### src/hw/rtl/sps_pkg.sv
package sps_pkg;

	localparam int CtxEntries = 256;
	localparam int CtxIdxW = $clog2(CtxEntries);
	localparam logic [16:0] QOne = 17'd65536;
	localparam logic [17:0] AccMax = 18'd262143;
	localparam logic [17:0] AccFloor = 18'd66;
	localparam logic [15:0] BoostThresh = 16'd6554;

	localparam logic [2:0] RegAlpha = 3'd0;
	localparam logic [2:0] RegMargin = 3'd1;
	localparam logic [2:0] RegInterval = 3'd2;
	localparam logic [2:0] RegBlend = 3'd3;
	localparam logic [2:0] RegEpsStart = 3'd4;
	localparam logic [2:0] RegEpsEnd = 3'd5;
	localparam logic [2:0] RegAnneal = 3'd6;

	localparam logic [1:0] WinA = 2'd0;
	localparam logic [1:0] WinB = 2'd1;
	localparam logic [1:0] WinStride = 2'd2;

	// divider request and reply
	typedef struct packed {
		logic        start;
		logic [63:0] num;
		logic [31:0] den;
	} div_req_t;

	typedef struct packed {
		logic        done;
		logic [63:0] quo;
	} div_rsp_t;

	function automatic logic [16:0] clip_q(input logic [16:0] v);
		return (v > QOne) ? QOne : v;
	endfunction

endpackage

### src/hw/rtl/sps_divider.sv
module sps_divider
	import sps_pkg::*;
(
	input  logic     clk,
	input  logic     arst_n,
	input  div_req_t req,
	output div_rsp_t rsp
);

	logic [63:0] quo_q;
	logic [32:0] rem_q;
	logic [31:0] den_q;
	logic [6:0]  cnt_q;
	logic        busy_q;
	logic        done_q;
	logic [32:0] rem_sh;
	logic [32:0] rem_sub;

	// shift one numerator bit into the partial remainder
	assign rem_sh = {rem_q[31:0], quo_q[63]};
	assign rem_sub = rem_sh - {1'b0, den_q};

	// restoring divide, one quotient bit per cycle
	always_ff @(posedge clk or negedge arst_n) begin
		if (!arst_n) begin
			busy_q <= 1'b0;
			done_q <= 1'b0;
			cnt_q <= '0;
		end else begin
			done_q <= 1'b0;
			if (req.start) begin
				busy_q <= 1'b1;
				cnt_q <= 7'd64;
			end else if (busy_q) begin
				cnt_q <= cnt_q - 7'd1;
				if (cnt_q == 7'd1) begin
					busy_q <= 1'b0;
					done_q <= 1'b1;
				end
			end
		end
	end

	always_ff @(posedge clk) begin
		if (req.start) begin
			quo_q <= req.num;
			rem_q <= '0;
			den_q <= req.den;
		end else if (busy_q) begin
			if (!rem_sub[32]) begin
				rem_q <= rem_sub;
				quo_q <= {quo_q[62:0], 1'b1};
			end else begin
				rem_q <= rem_sh;
				quo_q <= {quo_q[62:0], 1'b0};
			end
		end
	end

	assign rsp.done = done_q;
	assign rsp.quo = quo_q;

endmodule

### config.mk
export PLATFORM = sky130hd
export DESIGN_NAME = sps_divider
export DESIGN_NICKNAME = d
export VERILOG_FILES = /design/src/hw/rtl/sps_pkg.sv /design/src/hw/rtl/sps_divider.sv
export SDC_FILE = /design/constraint.sdc
export NUM_CORES = 1
export LEC_CHECK = 0
export ABC_AREA = 1
export BUFFER_PORTS_ARGS = -buffer_cell sky130_fd_sc_hd__buf_2
export CAP_MARGIN = 0
export CORE_ASPECT_RATIO = 1.1
export CORE_MARGIN = 2
export CORE_UTILIZATION = 42
export CTS_CLUSTER_SIZE = 12
export DETAILED_ROUTE_END_ITERATION = 10
export PLACE_DENSITY = 0.69
export SLEW_MARGIN = 20
export SYNTH_ARGS = -nofsm -noshare
export SYNTH_HDL_FRONTEND = slang
export SYNTH_SLANG_ARGS = --single-unit
### constraint.sdc
create_clock -name clk -period 2.5 [get_ports clk]
set_clock_uncertainty 0.1 [all_clocks]
set_input_delay 0.5 -clock clk [delete_from_list [all_inputs] [get_ports clk]]
set_output_delay 0.5 -clock clk [all_outputs]
set_load 0.005 [all_outputs]
==> out/results.tsv <==
stage	metric	value	unit
final_layout	fin_nets	1493	
worst_setup_path	cp.depth	17	
worst_setup_path	critical_path.top_delay_family	simple AND/OR/NAND/NOR gates	
clock_tree	clkSinkCount	137	
logic_synthesis	syn-num-nets	1313	
die	ios	164	
global_route	grt_usage	19.6	%
worst_setup_path	worstPathMaxFanout	8	
worst_setup_path	critPathBufInv	2	
logic_synthesis	yosysSeqAreaShare	44.9	%
placed_design	place.gp.congestion	0.941	
worst_setup_path	setup.worst_path.class	flip-flop to flip-flop	
sta	tightest_slew	687	ps
global_route	grt_pass1_wl	33900	um
logic_synthesis	synthTopCellsByArea	edfxtp_1 (35%), nand2_1 (25%), inv_1 (9.7%)	
worst_setup_path	start_kind	flip-flop	
min_path	hold_path.class	input pin to flip-flop	
final_layout	multiInputGateArea	0.00374	mm2
logic_synthesis	synth.top_cell.area_share	34.5	%
detailed_routing	drc	0	
clock_tree	cts_buffers	17	
clock_tree	ctsLongestPathBuffers	2	
detailed_routing	drt_pass1_iterations	5	
worst_setup_path	slowest_stage	edfxtp_1	
logic_synthesis	synth_seq_cells	137	
worst_setup_path	path_cells	ha_4 > fa_2 > inv_2 > nand2_1 > nand2_2 > nand3_2 > nand2_2 > nand2_1 > nand2_2 > nand2_4 > nand2_4 > nand2_4 > nand2_8 > clkbuf_16 > nand2_1 > nand3_1 > nand2_1	
logic_synthesis	ys_types	35	
global_route	grt_max_degree	70	
sta	slew_headroom	54.2	%
final_layout	stdcell_area	0.0103	mm2
final_layout	ff_latch_area	0.00375	mm2
clock_tree	clockRootBuffer	clkbuf_16	
placed_design	numPortBuffers	163	
die	fp.dieW	138	um
detailed_routing	first_iter_violations	392	
worst_setup_path	worstPathRequired	2720	ps
logic_synthesis	ys_warn_count	0	
global_route	grt_remaining_overflow	0	
clock_tree	cts_tree	built	
final_layout	post_route_cells_drive_above_1_share	18.4	%
sta	hold_viol_final	0	
die	dieArea	0.0210	mm2
sta	rsz0062_at_grt	yes	
final_layout	syn_to_final_growth	23.6	%
worst_setup_path	worst_path_largest_cell_delay	420	ps
sta	clock.fmax	416	MHz
detailed_routing	antenna_left	0	
worst_setup_path	reg2reg_depth	17	
min_path	hold_depth	1	
final_layout	fill_cells	1925	
global_route	grt_pass1_vias	7240	
placed_design	hpwl	15100	um
die	core	0.0197	mm2
logic_synthesis	syn_area	0.00835	mm2
die	die_h	152	um
worst_setup_path	critical_path.most_common_cell	nand2_1	
final_layout	diodes	0	
pwr	cellLeakagePower	5.77	nW
detailed_routing	vias	7565	
sta	setup_violations	0	
logic_synthesis	synth.avg_cell_area	7.08	um2
clock_tree	insertion_delay	440	ps
logic_synthesis	netlist_instances	1179	
clock_tree	h-tree-depth	4	
die	initial_core_util	42.5	%
sta	period_needed	2400	ps
detailed_routing	drt-total-wl	21000	um
placed_design	postPlaceCellArea	0.00951	mm2
sta	drv_slew	0	
status	status	finished clean	
detailed_routing	detail_route.wl_per_cell	12.9	um
detailed_routing	via_per_inst	4.66	
job	cap_violations	0	
pwr	vdd_drop_max	644	uV
global_route	antenna_found_initial	1	
sta	finalCritPeriodShare	96.1	%
sta	whs	138	ps
worst_setup_path	crit_arrival	2620	ps
worst_setup_path	endpoint_kind	flip-flop	
logic_synthesis	synth_top_area_cell	edfxtp_1	
pwr	p_per_area	1060	mW/mm2
die	std_cell_rows	54	
clock_tree	clk_pin_slew	70	ps
[cells by family after synthesis]
group / count (synthesis) / synth area share [%]
flip-flops: 137 / 44.9
buffers and inverters: 245 / 11.5
AND/OR/NAND/NOR: 711 / 34.4
adder cells (fa/ha/maj): 35 / 5.34
AO/OA/AOI/OAI: 36 / 2.26
XOR/XNOR: 15 / 1.57
[per-layer routing]
layer	up-vias	track usage, %	routed length, um
li1	3952	-	-
met1	3344	24.7	9180
met2	228	32.7	9840
met3	39	4.79	1440
met4	2	7.43	507
met5	-	0	16
[cell type report]
class | instances | area share (%)
clock buffers | 17 | 4.12
flip-flops and latches | 137 | 36.3
inverters | 218 | 7.97
clock inverters | 15 | 1.88
repair buffers | 187 | 10.4
multi-input cells | 798 | 36.2
well taps | 252 | 3.06
[registers in the layout, indices dropped and copies added (netlist names)]
signal	cells
busy_q	1
quo_q	64
rem_q	32
den_q	32
cnt_q	7
done_q	1
[layout by cell type (no fill, tap or decap), types with 3 or more instances in the layout]
cell type and n:
dfrtp_1 9, buf_2 162, inv_8 5, nor2_1 44, buf_4 19, ha_1 31
nor2_2 7, clkinv_8 4, and2_1 5, inv_6 4, nand2_4 4, clkbuf_16 19
nand3_1 61, inv_1 212, o21ai_0 9, dfxtp_1 32, edfxtp_1 96, nand3_2 3
nand4_1 10, nand2_2 6, nor3_1 6, nand2_1 557, inv_2 4, a21oi_1 20
buf_12 3, xnor2_1 13
[per-stage QoR]
step                      TNS (ps)  power [W]  worst slack, ps  utilization, %  cells
after floorplan                  0    0.00674              127               -   1179
after global placement           0    0.00789             84.5            48.4   1584
after detailed placement     -68.5    0.00797            -20.1            48.4   1584
after CTS                        0     0.0107             8.60            51.6   1617
after global routing          -517     0.0119            -44.1            52.5   1624
final                            0     0.0110             96.8            52.5   1624
[report_power, final]
group / switching [W] / internal [W] / leakage [nW] / total, W
clock network: 0.00120 / 0.00145 / 0.300 / 0.00265
logic: 0.00311 / 0.00199 / 4.08 / 0.00510
registers: 0.000314 / 0.00291 / 1.38 / 0.00323
total: 0.00463 / 0.00635 / 5.77 / 0.0110
[cell usage after synthesis]
cell      instances
nand2_1         558
inv_1           215
edfxtp_1         96
nand3_1          63
nor2_1           47
ha_1             34
dfxtp_1          32
a21oi_1          21
clkbuf_1         19
xnor2_1          13
nand4_1          10
dfrtp_1           9
o21ai_0           9
nand2_2           7
and2_1            6
nor3_1            6
buf_6             5
nor2_2            4
nand2_4           3
buf_1             2
clkinv_1          2
nor4_1            2
o21ai_1           2
o21bai_1          2
xor2_1            2
a21o_1            1
and3_1            1
buf_4             1
fa_1              1
inv_2             1
nand3_2           1
nand3b_1          1
nor3_2            1
o22ai_1           1
or2_1             1
[worst register-to-register path: stages (launching register included)]
cell	delay, ps
edfxtp_1	420
ha_4	190
fa_2	400
inv_2	60
nand2_1	50
nand2_2	80
nand3_2	70
nand2_2	80
nand2_1	60
nand2_2	80
nand2_4	70
nand2_4	90
nand2_4	70
nand2_8	130
clkbuf_16	170
nand2_1	50
nand3_1	70
nand2_1	50
[timing repair]
| action | in CTS | in global routing |
|---|---|---|
| cloned | 0 | 3 |
| gates resized for setup | 1 | 19 |
| endpoints found under the hold margin | 9 | 0 |
| buffers inserted | 0 | 4 |
| pin swaps | 0 | 5 |
| hold buffers | 1 | 0 |
| setup endpoints to repair | 21 | 32 |
[worst paths after layout]
path	startpoint	to	slack (ps)
setup / recovery	den_q[0]	rem_q[9]	100
hold / removal	req[26]	den_q[26]	140
setup reg to reg	den_q[0]	rem_q[9]	100
min in group asynchronous	arst_n	cnt_q[1]	350
max in group asynchronous	arst_n	cnt_q[4]	1750
hold reg to reg	rem_q[22]	rem_q[22]	370
(Power assumes the default switching activity.)
